<file path="src/design/csva_fifo.sv">
// ----------------------------------------------------------------------------
// csva_fifo
// Small flop-based queue; DEPTH is a power of two.
// ----------------------------------------------------------------------------
`default_nettype none

module csva_fifo #(
  parameter type         T     = logic,
  parameter int unsigned DEPTH = 4
) (
  input  logic clk_i,
  input  logic rst_ni,
  input  logic wr_i,
  input  T     wdata_i,
  output logic full_o,
  input  logic rd_i,
  output T     rdata_o,
  output logic empty_o
);

  localparam int unsigned AW = (DEPTH > 1) ? $clog2(DEPTH) : 1;

  T               mem_q [DEPTH];
  logic [AW-1:0]  wptr_q, wptr_d, rptr_q, rptr_d;
  logic [AW:0]    cnt_q, cnt_d;
  logic           do_wr, do_rd;

  assign full_o  = (cnt_q == (AW+1)'(DEPTH));
  assign empty_o = (cnt_q == '0);
  assign do_wr   = wr_i && !full_o;
  assign do_rd   = rd_i && !empty_o;
  assign rdata_o = mem_q[rptr_q];

  always_comb begin
    wptr_d = do_wr ? wptr_q + AW'(1) : wptr_q;
    rptr_d = do_rd ? rptr_q + AW'(1) : rptr_q;
    cnt_d  = cnt_q + (AW+1)'(do_wr) - (AW+1)'(do_rd);
  end

  always_ff @(posedge clk_i or negedge rst_ni) begin
    if (!rst_ni) begin
      wptr_q <= '0;
      rptr_q <= '0;
      cnt_q  <= '0;
    end else begin
      wptr_q <= wptr_d;
      rptr_q <= rptr_d;
      cnt_q  <= cnt_d;
    end
  end

  always_ff @(posedge clk_i) begin
    if (do_wr) begin
      mem_q[wptr_q] <= wdata_i;
    end
  end

endmodule

`default_nettype wire

</file>
<file path="config.mk">
export PLATFORM = sky130hd
export DESIGN_NAME = csva_fifo
export DESIGN_NICKNAME = d
export VERILOG_FILES = /design/src/design/csva_fifo.sv
export SDC_FILE = /design/constraint.sdc
export NUM_CORES = 1
export LEC_CHECK = 0
export ABC_AREA = 0
export BUFFER_PORTS_ARGS = -buffer_cell sky130_fd_sc_hd__buf_2
export CAP_MARGIN = 20
export CORE_AREA = 2 2 41 43
export DETAILED_ROUTE_END_ITERATION = 8
export DIE_AREA = 0 0 43 45
export PLACE_DENSITY = 0.68
export SYNTH_ARGS = -nofsm -noshare
export SYNTH_HDL_FRONTEND = slang
export SYNTH_SLANG_ARGS = --single-unit
</file>
<file path="constraint.sdc">
create_clock -name clk_i -period 2.6 [get_ports clk_i]
set_input_delay 0.13 -clock clk_i [delete_from_list [all_inputs] [get_ports clk_i]]
set_output_delay 0.13 -clock clk_i [all_outputs]
set_load 0.05 [all_outputs]
</file>
# Word level (Yosys, flattened, before mapping)
# Memory sizes are Yosys's and may differ from the RTL's.
# Index checks and enable logic that the tools add are counted.
[totals]
mem_bits_rw = 4
n_memories = 1
wordCells = 16
output_inout_bits = 3
register_bits = 7
[mem_list]
columns = ["name", "words", "width", "rd", "rd_ports_with_merged_regs", "write_ports", "line", "rtl"]
rows = [
  ["mem_q", 4, 1, 1, 0, 1, "23", "T mem_q [DEPTH];"],
]
[op_classes]
muxes = 2
n_addsub = 4
reduce_logical = 5
n_eq_ne = 1
[op_table]
columns = ["cell", "n"]
rows = [
  ["2-bit by 1-bit adder with 2-bit output, second input constant", 2],
  ["3-bit by 1-bit adder with 3-bit output", 1],
  ["3-bit equality test, second input constant", 1],
  ["3-bit logical NOT", 1],
  ["3-bit by 1-bit subtractor with 3-bit output", 1],
  ["1-bit logical AND", 2],
  ["1-bit logical NOT", 2],
  ["1-bit two-way mux", 2],
]

# Depth between registers and ports, before layout
# Gate-level depths: netlist of run 1.
[depth]
ltp_word = 5
ltp_mapped = 9
ltp_nobuf = 9

# Least setup slack after synthesis of run 1
# Ideal clock, no wire load.
[synth_path]
kind = "register to register"
from = "register cnt_q[1]"
to = "register cnt_q[2]"
path_slack_ps = 138
path_stages_with_launch = 10
setup_ps = 126
arrival_ps = 2336
path_buffers = 0
path_cell_list = "dfrtp_1 -> nor3b_4 -> nand2b_1 -> ha_1 -> inv_1 -> ha_1 -> inv_1 -> fa_1 -> xnor2_1 -> xnor2_1"
[synth_between]
elab_chain_cells = 5
elab_cells_between_ends = 8
classes_between = "add/sub (2); eq/ne (1); reduce/logical (5)"
[synth_lines]
columns = ["element", "line", "rtl"]
rows = [
  ["start, declared", "25", "logic [AW:0] cnt_q, cnt_d;"],
  ["start signal, assigned", "48", "cnt_q <= cnt_d;"],
  ["3-bit equality test", "28", "assign full_o = (cnt_q == (AW+1)'(DEPTH));"],
  ["net full_o", "15", "output logic full_o,"],
  ["1-bit logical NOT", "30", "assign do_wr = wr_i && !full_o;"],
  ["1-bit logical AND", "30", ""],
  ["3-bit by 1-bit adder with 3-bit output", "37", "cnt_d = cnt_q + (AW+1)'(do_wr) - (AW+1)'(do_rd);"],
  ["3-bit by 1-bit subtractor with 3-bit output", "37", ""],
  ["net cnt_d[2]", "25", ""],
]
# The timed path passes the listed nets, and every way through them passes these cells.
# A chain may end at the register's enable or synchronous reset.

# Worst setup path after layout of run 1
[layout_path]
from = "register cnt_q[1]"
to = "register cnt_q[2]"
[layout_between]
elab_cells_between_ends = 8
classes_between = "add/sub (2); eq/ne (1); reduce/logical (5)"
[layout_rtl]
columns = ["element", "line", "rtl"]
rows = [
  ["3-bit logical NOT", "29", "assign empty_o = (cnt_q == '0);"],
  ["1-bit logical NOT", "31", "assign do_rd = rd_i && !empty_o;"],
  ["1-bit logical AND", "31", ""],
  ["net do_rd", "26", "logic do_wr, do_rd;"],
  ["3-bit by 1-bit subtractor with 3-bit output", "37", ""],
  ["net cnt_d[2]", "25", ""],
]
# The timed path passes the listed nets, and every way through them passes these cells.

==> results of run 1 <==
==> worst paths after layout <==
check	start	cells past startpoint	to
min in group asynchronous	rst_ni	2	rptr_q[1]$_DFFE_PN0P_
max in group asynchronous	rst_ni	2	wptr_q[0]$_DFFE_PN0P_
worst min register to register	rptr_q[1]$_DFFE_PN0P_	1	rptr_q[1]$_DFFE_PN0P_
worst min-delay path	wdata_i	1	mem_q[1]$_DFFE_PP_
worst max-delay path	cnt_q[1]$_DFF_PN0_	9	cnt_q[2]$_DFF_PN0_
worst max register to register	cnt_q[1]$_DFF_PN0_	9	cnt_q[2]$_DFF_PN0_
==> placed cells by master, fill, tap and decap left out, types with 2 or more instances in the layout <==
cell	n
nand2b_1	4
nand4bb_1	2
and3b_1	4
ha_1	6
edfxtp_1	4
clkbuf_4	3
o211ai_1	2
dfrtp_1	7
inv_1	6
xnor2_1	4
buf_2	7
==> per-stage QoR <==
step	instance area, um^2	std cells	worst slack [ps]	total power, mW
6_report	703.2	74	328.4	0.8507
5_1_grt	703.2	74	100.2	0.9262
4_1_cts	703.2	74	322.0	0.8605
3_5_place_dp	666.9	69	339.0	0.7371
3_3_place_gp	666.9	69	369.2	0.7217
2_1_floorplan	611.8	46	137.7	0.6532
==> power groups by stage <==
stage / sequential, mW / combinational (mW) / clock, mW
2_1_floorplan: 0.336 / 0.317 / 0
3_3_place_gp: 0.357 / 0.364 / 0
3_5_place_dp: 0.362 / 0.376 / 0
4_1_cts: 0.358 / 0.379 / 0.123
5_1_grt: 0.376 / 0.417 / 0.133
6_report: 0.358 / 0.374 / 0.120
==> per-layer routing <==
| layer | part of all wire, % | vias to the layer above | GRT usage, % |
|---|---|---|---|
| met5 | 0 | - | 0 |
| met4 | 4.7 | 0 | 12.73 |
| met3 | 3.4 | 4 | 3.600 |
| met2 | 45 | 6 | 18.48 |
| met1 | 47 | 184 | 16.03 |
| li1 | - | 186 | - |
==> sequential cells by signal (all words and copies together) (netlist names) <==
name and cells:
cnt_q 3, mem_q 4, rptr_q 2, wptr_q 2
==> worst max-delay path: stages (launching register included) <==
cell,delay (ps)
dfrtp_1,510
o31ai_1,400
inv_1,90
ha_1,280
inv_1,60
ha_1,130
inv_1,50
fa_1,370
xnor2_1,140
xnor2_1,140
==> logic make-up (layout without fill, tap and decap cells) <==
family	count (synthesis)	after routing	synth area share (%)
xor+xnor	4	4	5.725
flops	11	11	48.26
mux	1	1	3.681
compound gates	4	4	5.112
fa+ha+maj	7	7	15.54
buf+inv	6	18	3.681
simple gates	13	13	17.99
==> cell type report <==
class | instances | area, um^2
tap | 16 | 20.02
timing repair buffer | 8 | 45.04
multi-input combinational | 29 | 294.0
clock buffer | 4 | 26.28
sequential | 11 | 295.3
inverter | 6 | 22.52
fill | 141 | 768.2
==> reports/summary.txt, run 1 <==
hold buffers post-CTS: 1
Die Wd: 43 um
DR pass1 iterations: 2
Buffers on Ports: 7
clk buf depth: 2
Synth top cells by count: 7 x dfrtp_1, 6 x ha_1, 6 x inv_1
status: complete, no violations
final wirelength: 952 um
Post-CTS Resized: 0
Net Count, Synth: 58
synthesized instance count: 46
RSZ-0062 raised after global routing: false
Yosys warnings: 0
FFs w/ async S/R, synth: 63.64%
sequential area share after synthesis: 48.26%
# DRC: 0
fmax: 440.2 MHz
# rows: 14
CTS root buf: clkbuf_4
n_diodes: 0
combinational group share of total power: 43.9%
largest net degree at the start of global routing: 10
first-pass GRT wire length: 1697 um
Finished Core Util: 47.79%
CP Max Fanout: 8
Post-CTS Setup Bufs: 0
vias: 380
Synth area leader: dfrtp_1
share of layout cells above drive strength 1: 20.69%
Setup TNS: 0 ps
Synth-to-Final Area Change: 14.93%
final-report hold violation count: 0
most numerous cell in the Yosys netlist: dfrtp_1
share of power burned in registers: 42.0%
endpoint type of the worst setup path: flop
Setup violations, final: 0
PwrDens: 1210 mW/mm^2
WS Path Type: reg -> reg
global route total overflow: 0
# H-tree levels: 1
starting utilization of the core area: 41.58%
Sw Pwr: 360.2 uW
post-synth cell types: 16
die height: 45 um
Critical Path RT: 2750 ps
die area: 0.001935 mm^2
Skew-Pair Late Insertion Delay: 270 ps
CTS tree: built
Top-Level Pins: 8
Synth Register Bits: 11
CP startpoint kind: flop
via density per instance: 5.135
ranking of synthesized cells by area: dfrtp_1 29%, edfxtp_1 20%, ha_1 12%
VDD IR max: 0.0004354 V
Internal Power: 490.4 uW
final setup skew: 0.3876 ps
Critical Path AT: 2430 ps
Starting DRT DRC Count: 1
maxcap violations: 0
Final Cycle Share: 87.37%
total CTS buffers: 3
gr usage total: 13.13%
Max-slew headroom: 75.98%
CORE AREA: 0.001471 mm^2
clock sinks: 11
area share of the largest cell type after synthesis: 28.63%
Post-synth EDFFs: 4
initial antenna violation count: 0
Antenna Violating Nets Remaining: 0
Lkg Pwr: 0.3199 nW
RePlAce Congestion: 0.7401
reg2reg setup slack: 330 ps
class of the worst hold path: in -> reg
Period minus WS final: 2272 ps
Hold Worst Slack: 84.66 ps
Final Max Tran Viols: 0
synthesized cell area: 611.8 um^2
switching part of the total: 42.35%
Top FF cell, synth: dfrtp_1
Slew @ Worst Pin: 360.3 ps
Synth Area per Inst: 13.30 um^2
vias in the first global route: 382
Clk pwr share: 14.1%
Worst-path clk slew: 70 ps
WL/cell: 12.86 um
post-DP HPWL: 700.3 um
nets@finish: 71
Power figures use the tool's default switching activity.
==> inputs of run 2 (changes only) <==
--- a/config.mk
+++ b/config.mk
@@ -6,12 +6,13 @@
 export NUM_CORES = 1
 export LEC_CHECK = 0
 export ABC_AREA = 0
-export BUFFER_PORTS_ARGS = -buffer_cell sky130_fd_sc_hd__buf_2
 export CAP_MARGIN = 20
 export CORE_AREA = 2 2 41 43
 export DETAILED_ROUTE_END_ITERATION = 8
 export DIE_AREA = 0 0 43 45
-export PLACE_DENSITY = 0.68
+export DONT_BUFFER_PORTS = 1
+export PLACE_DENSITY = 0.64
+export RECOVER_POWER = 50
 export SYNTH_ARGS = -nofsm -noshare
 export SYNTH_HDL_FRONTEND = slang
 export SYNTH_SLANG_ARGS = --single-unit
==> run 2 against run 1 <==
Compared with the run above:
- register-to-register slack improved by 30 ps
- via count fell by 7.4%
- critical path type unchanged
- global-route usage fell by 0.40 points
- non-clock buffer count fell by 4
- worst setup slack improved by 25 ps
==> reports/summary.txt, run 2 (synthesized netlist as in run 1, its figures left out) <==
share of layout cells above drive strength 1: 12.96% (-7.7 points)
# DRC: 0 (unchanged)
maxcap violations: 0 (unchanged)
Lkg Pwr: 0.3042 nW (-4.9%)
slowest stage cell on the critical path: dfrtp_1
WS Path Type: reg -> reg
starting utilization of the core area: 41.58% (unchanged)
hold endpoint: wptr_q[1]$_DFFE_PN0P_
Critical Path AT: 2380 ps (-50 ps)
critical-path cell list: o31ai_1 -> inv_1 -> ha_1 -> inv_1 -> ha_1 -> inv_1 -> fa_1 -> xnor2_1 -> xnor2_1
n_diodes: 0 (unchanged)
Hold Path Depth: 2 (+1)
CP Max Fanout: 8 (unchanged)
RePlAce Congestion: 0.6908 (-6.7%)
hold path startpoint: wr_i
Final Max Tran Viols: 0 (unchanged)
final setup margin: 353.8 ps (+25.39 ps)
post-DP HPWL: 735.3 um (+5.0%)
WL/cell: 13.46 um (+4.6%)
class of the worst hold path: in -> reg
Final Cycle Share: 86.39% (-0.98 points)
nets@finish: 67 (-5.6%)
final wirelength: 942 um (-1.1%)
Skew-Pair Late Insertion Delay: 260 ps (about the same)
Register-to-Register Path Depth: 9 (unchanged)
clk buf depth: 2 (unchanged)
vias: 352 (-7.4%)
worst r2r src: cnt_q[1]$_DFF_PN0_
commonest non-fill, non-tap cell in the layout: dfrtp_1
Post-Layout Cell Count: 70 (-5.4%)
post-place setup slack: 333.8 ps (-5.218 ps)
CTS root buf: clkbuf_4
global route total overflow: 0 (unchanged)
vias in the first global route: 380 (-0.52%)
placed insts: 64 (-7.2%)
initial antenna violation count: 0 (unchanged)
die area: 0.001935 mm^2 (unchanged)
Largest register FFs: 4 (unchanged)
fmax: 445.2 MHz (+1.1%)
Levels on crit path: 9 (unchanged)
# H-tree levels: 1 (unchanged)
Max-slew headroom: 74.48% (-1.5 points)
multi-input logic area: 294.0 um^2 (unchanged)
Setup violations, final: 0 (unchanged)
via density per instance: 5.029 (-2.1%)
CP most frequent cell: inv_1
largest register by flop count: mem_q
CORE AREA: 0.001471 mm^2 (unchanged)
largest registers: mem_q (4), cnt_q (3)
CTS tree: built
FILL cells: 137 (-2.8%)
total CTS buffers: 3 (unchanged)
status: complete, no violations
VDD IR max: 0.0004806 V (+10%)
Die Wd: 43 um (unchanged)
R2R Path End: cnt_q[2]$_DFF_PN0_
gr usage total: 12.72% (-0.40 points)
Worst-path clk slew: 70 ps (about the same)
clock sinks: 11 (unchanged)
reg2reg setup slack: 350 ps (+30 ps)
CP max stage delay: 500 ps (about the same)
RSZ-0062 raised after global routing: false
Period minus WS final: 2246 ps (-25.39 ps)
PwrDens: 1204 mW/mm^2 (-0.44%)
final setup skew: 0.6870 ps (+0.2994 ps)
die height: 45 um (unchanged)
CP delay by family, top: adder cells
Starting DRT DRC Count: 0 (-1)
first-pass GRT wire length: 1704 um (+0.41%)
Register Area: 295.3 um^2 (unchanged)
largest net degree at the start of global routing: 10 (unchanged)
endpoint type of the worst setup path: flop
Top-Level Pins: 8 (unchanged)
Buf/Inv on CP: 3 (unchanged)
DR pass1 iterations: 1 (-1)
Slew @ Worst Pin: 378.0 ps (+17.63 ps)
Synth-to-Final Area Change: 13.29%
# rows: 14 (unchanged)
CP startpoint kind: flop
commonest cells after routing, fill and taps aside: 7 x dfrtp_1, 6 x inv_1, 6 x ha_1
final-report hold violation count: 0 (unchanged)
Antenna Violating Nets Remaining: 0 (unchanged)
Setup TNS: 0 ps (unchanged)
Post-CTS Resized: 0 (unchanged)
Critical Path RT: 2740 ps (about the same)
Buffers on Ports: 0 (-7)
[run 2: cell types whose count changed in the layout (fill, tap and decap cells not counted), sizes merged]
cell	previous run	this run
buf	7	2
dlygate4sd3	1	2
[run 2: worst max path at each step]
stage,slack (ps),start,end
2_1_floorplan,140,cnt_q[1]$_DFF_PN0_,cnt_q[2]$_DFF_PN0_
3_3_place_gp,360,cnt_q[1]$_DFF_PN0_,cnt_q[2]$_DFF_PN0_
3_5_place_dp,330,cnt_q[1]$_DFF_PN0_,cnt_q[2]$_DFF_PN0_
4_1_cts,320,cnt_q[1]$_DFF_PN0_,cnt_q[2]$_DFF_PN0_
5_1_grt,140,cnt_q[1]$_DFF_PN0_,cnt_q[2]$_DFF_PN0_
6_report,350,cnt_q[1]$_DFF_PN0_,cnt_q[2]$_DFF_PN0_
[run 2: timing repair]
action / in CTS / in global routing
endpoints found under the hold margin: 11 / 0
hold buffers: 2 / 0
setup buffers: 0 / 0
setup endpoints to repair: 0 / 0
[run 2: final cells by class]
type,count,area share (%)
Multi-Input combinational cell,29,42.42
Clock buffer,4,3.791
Tap cell,16,2.888
Timing Repair Buffer,4,5.054
Inverter,6,3.249
Sequential cell,11,42.60
[run 2: metrics by stage]
| step | area, um^2 | power [mW] | utilization, % | hold WS, ps |
|---|---|---|---|---|
| finish | 693.2 | 0.8348 | 47.11 | 35.24 |
| global route | 693.2 | 0.9222 | 47.11 | 40.40 |
| CTS | 693.2 | 0.8548 | 47.11 | 32.96 |
| detailed placement | 646.9 | 0.7356 | 43.96 | -165.4 |
| global placement | 646.9 | 0.7178 | 43.96 | -165.4 |
| floorplan | 611.8 | 0.6532 | - | -165.6 |
[run 2: per-layer routing]
layer	global-route usage [%]	vias up	part of all wire (%)
met3	4.000	0	3.7
met1	15.09	167	45
met2	21.52	4	51
met5	0	-	0
li1	-	181	-
met4	5.455	0	0
[run 2: power by group]
part,leakage [nW],internal (mW),switching [mW]
sequential,0.119,0.255,0.102
clock,0.0150,0.0591,0.0523
combinational,0.170,0.175,0.192
[run 2: worst reg2reg max path, delay by kind of cell (launching register included)]
kind                       cells  cell delay (ps)
xor gates and xnor gates       2              280
buffers and inverters          3              190
DFF                            1              500
adders and majority gates      3              780
AOI/OAI and AO/OA              1              390
==> inputs of run 3 (changes only) <==
--- a/config.mk
+++ b/config.mk
@@ -7,11 +7,13 @@
 export LEC_CHECK = 0
 export ABC_AREA = 0
 export CAP_MARGIN = 20
-export CORE_AREA = 2 2 41 43
+export CELL_PAD_IN_SITES_DETAIL_PLACEMENT = 2
+export CELL_PAD_IN_SITES_GLOBAL_PLACEMENT = 2
+export CORE_AREA = 2 2 43 45
 export DETAILED_ROUTE_END_ITERATION = 8
-export DIE_AREA = 0 0 43 45
+export DIE_AREA = 0 0 45 47
 export DONT_BUFFER_PORTS = 1
-export PLACE_DENSITY = 0.64
+export PLACE_DENSITY = 0.77
 export RECOVER_POWER = 50
 export SYNTH_ARGS = -nofsm -noshare
 export SYNTH_HDL_FRONTEND = slang
==> run 3 against run 2 <==
Compared with the run above:
- global-route usage grew 0.92 points
- critical path type unchanged
- worst hold slack gained 1.7 ps
- critical path depth is the same
- critical endpoint unchanged
- register-to-register slack is essentially flat
- clock power is essentially flat
- sequential share of layout area shrank 0.53 points
- sequential cell count is the same
- worst setup slack lost 7.1 ps
- clock-buffer cell count is the same
- sequential power shrank 4%
- first-iteration DRC count grew 5
==> reports/summary.txt, run 3 (synthesized netlist as in run 1, its figures left out) <==
Critical Path AT: 2390 ps (about the same)
Final Cycle Share: 86.67% (+0.27 points)
Worst-path clk slew: 70 ps (about the same)
total CTS buffers: 3 (unchanged)
n_diodes: 0 (unchanged)
vias in the first global route: 407 (+7.1%)
Post-CTS Resized: 0 (unchanged)
fmax: 443.8 MHz (-0.32%)
final setup skew: 1.523 ps (+0.8365 ps)
Top-Level Pins: 8 (unchanged)
Levels on crit path: 9 (unchanged)
RSZ-0062 raised after global routing: false
Antenna Violating Nets Remaining: 0 (unchanged)
CTS root buf: clkbuf_4
Critical Path RT: 2740 ps (about the same)
gr usage total: 13.64% (+0.92 points)
Largest register FFs: 4 (unchanged)
CP most frequent cell: inv_1
final wirelength: 1154 um (+23%)
CP delay by family, top: adder cells
largest register by flop count: mem_q
slowest stage cell on the critical path: dfrtp_1
status: complete, no violations
commonest non-fill, non-tap cell in the layout: dfrtp_1
post-DP HPWL: 898.8 um (+22%)
Finished Core Util: 42.50% (-4.6 points)
PwrDens: 1236 mW/mm^2 (+2.6%)
Max-slew headroom: 71.17% (-3.3 points)
met3 wire length: 32 um (-8.6%)
Buffers on Ports: 0 (unchanged)
global route total overflow: 0 (unchanged)
post-place setup slack: 320.2 ps (-13.61 ps)
Synth-to-Final Area Change: 14.72%
Buf/Inv on CP: 3 (unchanged)
Lkg Pwr: 0.3090 nW (+1.6%)
CORE AREA: 0.001652 mm^2 (+12%)
Die Wd: 45 um (+4.7%)
starting utilization of the core area: 37.05% (-4.5 points)
RePlAce Congestion: 0.6545 (-5.3%)
# rows: 15 (+1)
via density per instance: 5.319 (+5.8%)
Max Used Layer: met4
CTS tree: built
critical-path cell list: o31ai_1 -> inv_1 -> ha_1 -> inv_1 -> ha_1 -> inv_1 -> fa_1 -> xnor2_1 -> xnor2_1
VDD IR max: 0.0003559 V (-26%)
DR pass1 iterations: 3 (+2)
Hold Path Depth: 2 (unchanged)
dpl cell area: 655.6 um^2 (+1.4%)
Slew @ Worst Pin: 427.0 ps (+49.04 ps)
initial antenna violation count: 0 (unchanged)
Final Max Tran Viols: 0 (unchanged)
share of layout cells above drive strength 1: 14.55% (+1.6 points)
# DRC: 0 (unchanged)
final setup margin: 346.7 ps (-7.119 ps)
met1 WL: 461 um (+7.7%)
Final Cell Area: 701.9 um^2 (+1.3%)
die height: 47 um (+4.4%)
Period minus WS final: 2253 ps (+7.119 ps)
CP Max Fanout: 7 (-1)
WL/cell: 16.03 um (+19%)
Setup TNS: 0 ps (unchanged)
Post-CTS Setup Bufs: 0 (unchanged)
# H-tree levels: 1 (unchanged)
WS Path Type: reg -> reg
endpoint type of the worst setup path: flop
largest net degree at the start of global routing: 10 (unchanged)
maxcap violations: 0 (unchanged)
Starting DRT DRC Count: 5 (+5)
die area: 0.002115 mm^2 (+9.3%)
clk buf depth: 2 (unchanged)
Pwr Total: 867.5 uW (+3.9%)
nets@finish: 68 (+1.5%)
vias: 383 (+8.8%)
Skew-Pair Late Insertion Delay: 260 ps (about the same)
met2 WL: 634 um (+32%)
first-pass GRT wire length: 1918 um (+13%)
Setup violations, final: 0 (unchanged)
largest registers: mem_q (4), cnt_q (3)
CP max stage delay: 470 ps (-30 ps)
CP startpoint kind: flop
class of the worst hold path: in -> reg
final-report hold violation count: 0 (unchanged)
commonest cells after routing, fill and taps aside: 7 x dfrtp_1, 6 x inv_1, 6 x ha_1
clock sinks: 11 (unchanged)
Register-to-Register Path Depth: 9 (unchanged)
==> run 3: cell types whose count changed in the layout (fill, tap and decap cells not counted) <==
cell,delta
buf_4,+1
==> run 3: final timing paths <==
kind	startpoint	end	slack [ps]
min in group asynchronous	rst_ni	cnt_q[2]$_DFF_PN0_	220
max in group asynchronous	rst_ni	wptr_q[1]$_DFFE_PN0P_	2120
worst max register to register	cnt_q[2]$_DFF_PN0_	cnt_q[2]$_DFF_PN0_	350
worst min-delay path	wr_i	wptr_q[1]$_DFFE_PN0P_	40
worst max-delay path	cnt_q[2]$_DFF_PN0_	cnt_q[2]$_DFF_PN0_	350
worst min register to register	rptr_q[1]$_DFFE_PN0P_	rptr_q[1]$_DFFE_PN0P_	500
==> run 3: final cells by class <==
class                   instances  area, um^2
clock buffers                   4       26.28
inverters                       6       22.52
well taps                      17       21.27
flip-flops and latches         11       295.3
repair buffers                  5       42.54
fillers                       166       949.7
multi-input cells              29       294.0
==> run 3: power by group <==
| part | switching (mW) | leakage [nW] | total, mW | internal, mW |
|---|---|---|---|---|
| sequential | 0.0857 | 0.119 | 0.340 | 0.255 |
| clock | 0.0520 | 0.0150 | 0.111 | 0.0592 |
| combinational | 0.227 | 0.175 | 0.416 | 0.189 |
==> run 3: routing by layer <==
metal / track usage, % / vias to the layer above
met5: 0 / -
met1: 15.27 / 193
met4: 10.59 / 0
met3: 1.154 / 2
met2: 24.00 / 6
li1: - / 182
==> run 3: worst reg2reg max path, stage by stage (launching register included) <==
cell	delay (ps)
dfrtp_1	470
o31ai_1	420
inv_1	90
ha_1	280
inv_1	60
ha_1	130
inv_1	50
fa_1	370
xnor2_1	150
xnor2_1	120
==> run 3: what timing repair did <==
item                                    CTS  global route
endpoints found under the setup margin    0             0
endpoints found under the hold margin    11             0
hold buffers                              2             0
==> run 3: per-stage QoR <==
step           instances  hold slack, ps
4_1_cts               72           35.16
2_1_floorplan         46          -165.6
3_3_place_gp          66          -165.4
6_report              72           36.94
3_5_place_dp          66          -165.4
5_1_grt               72           34.23
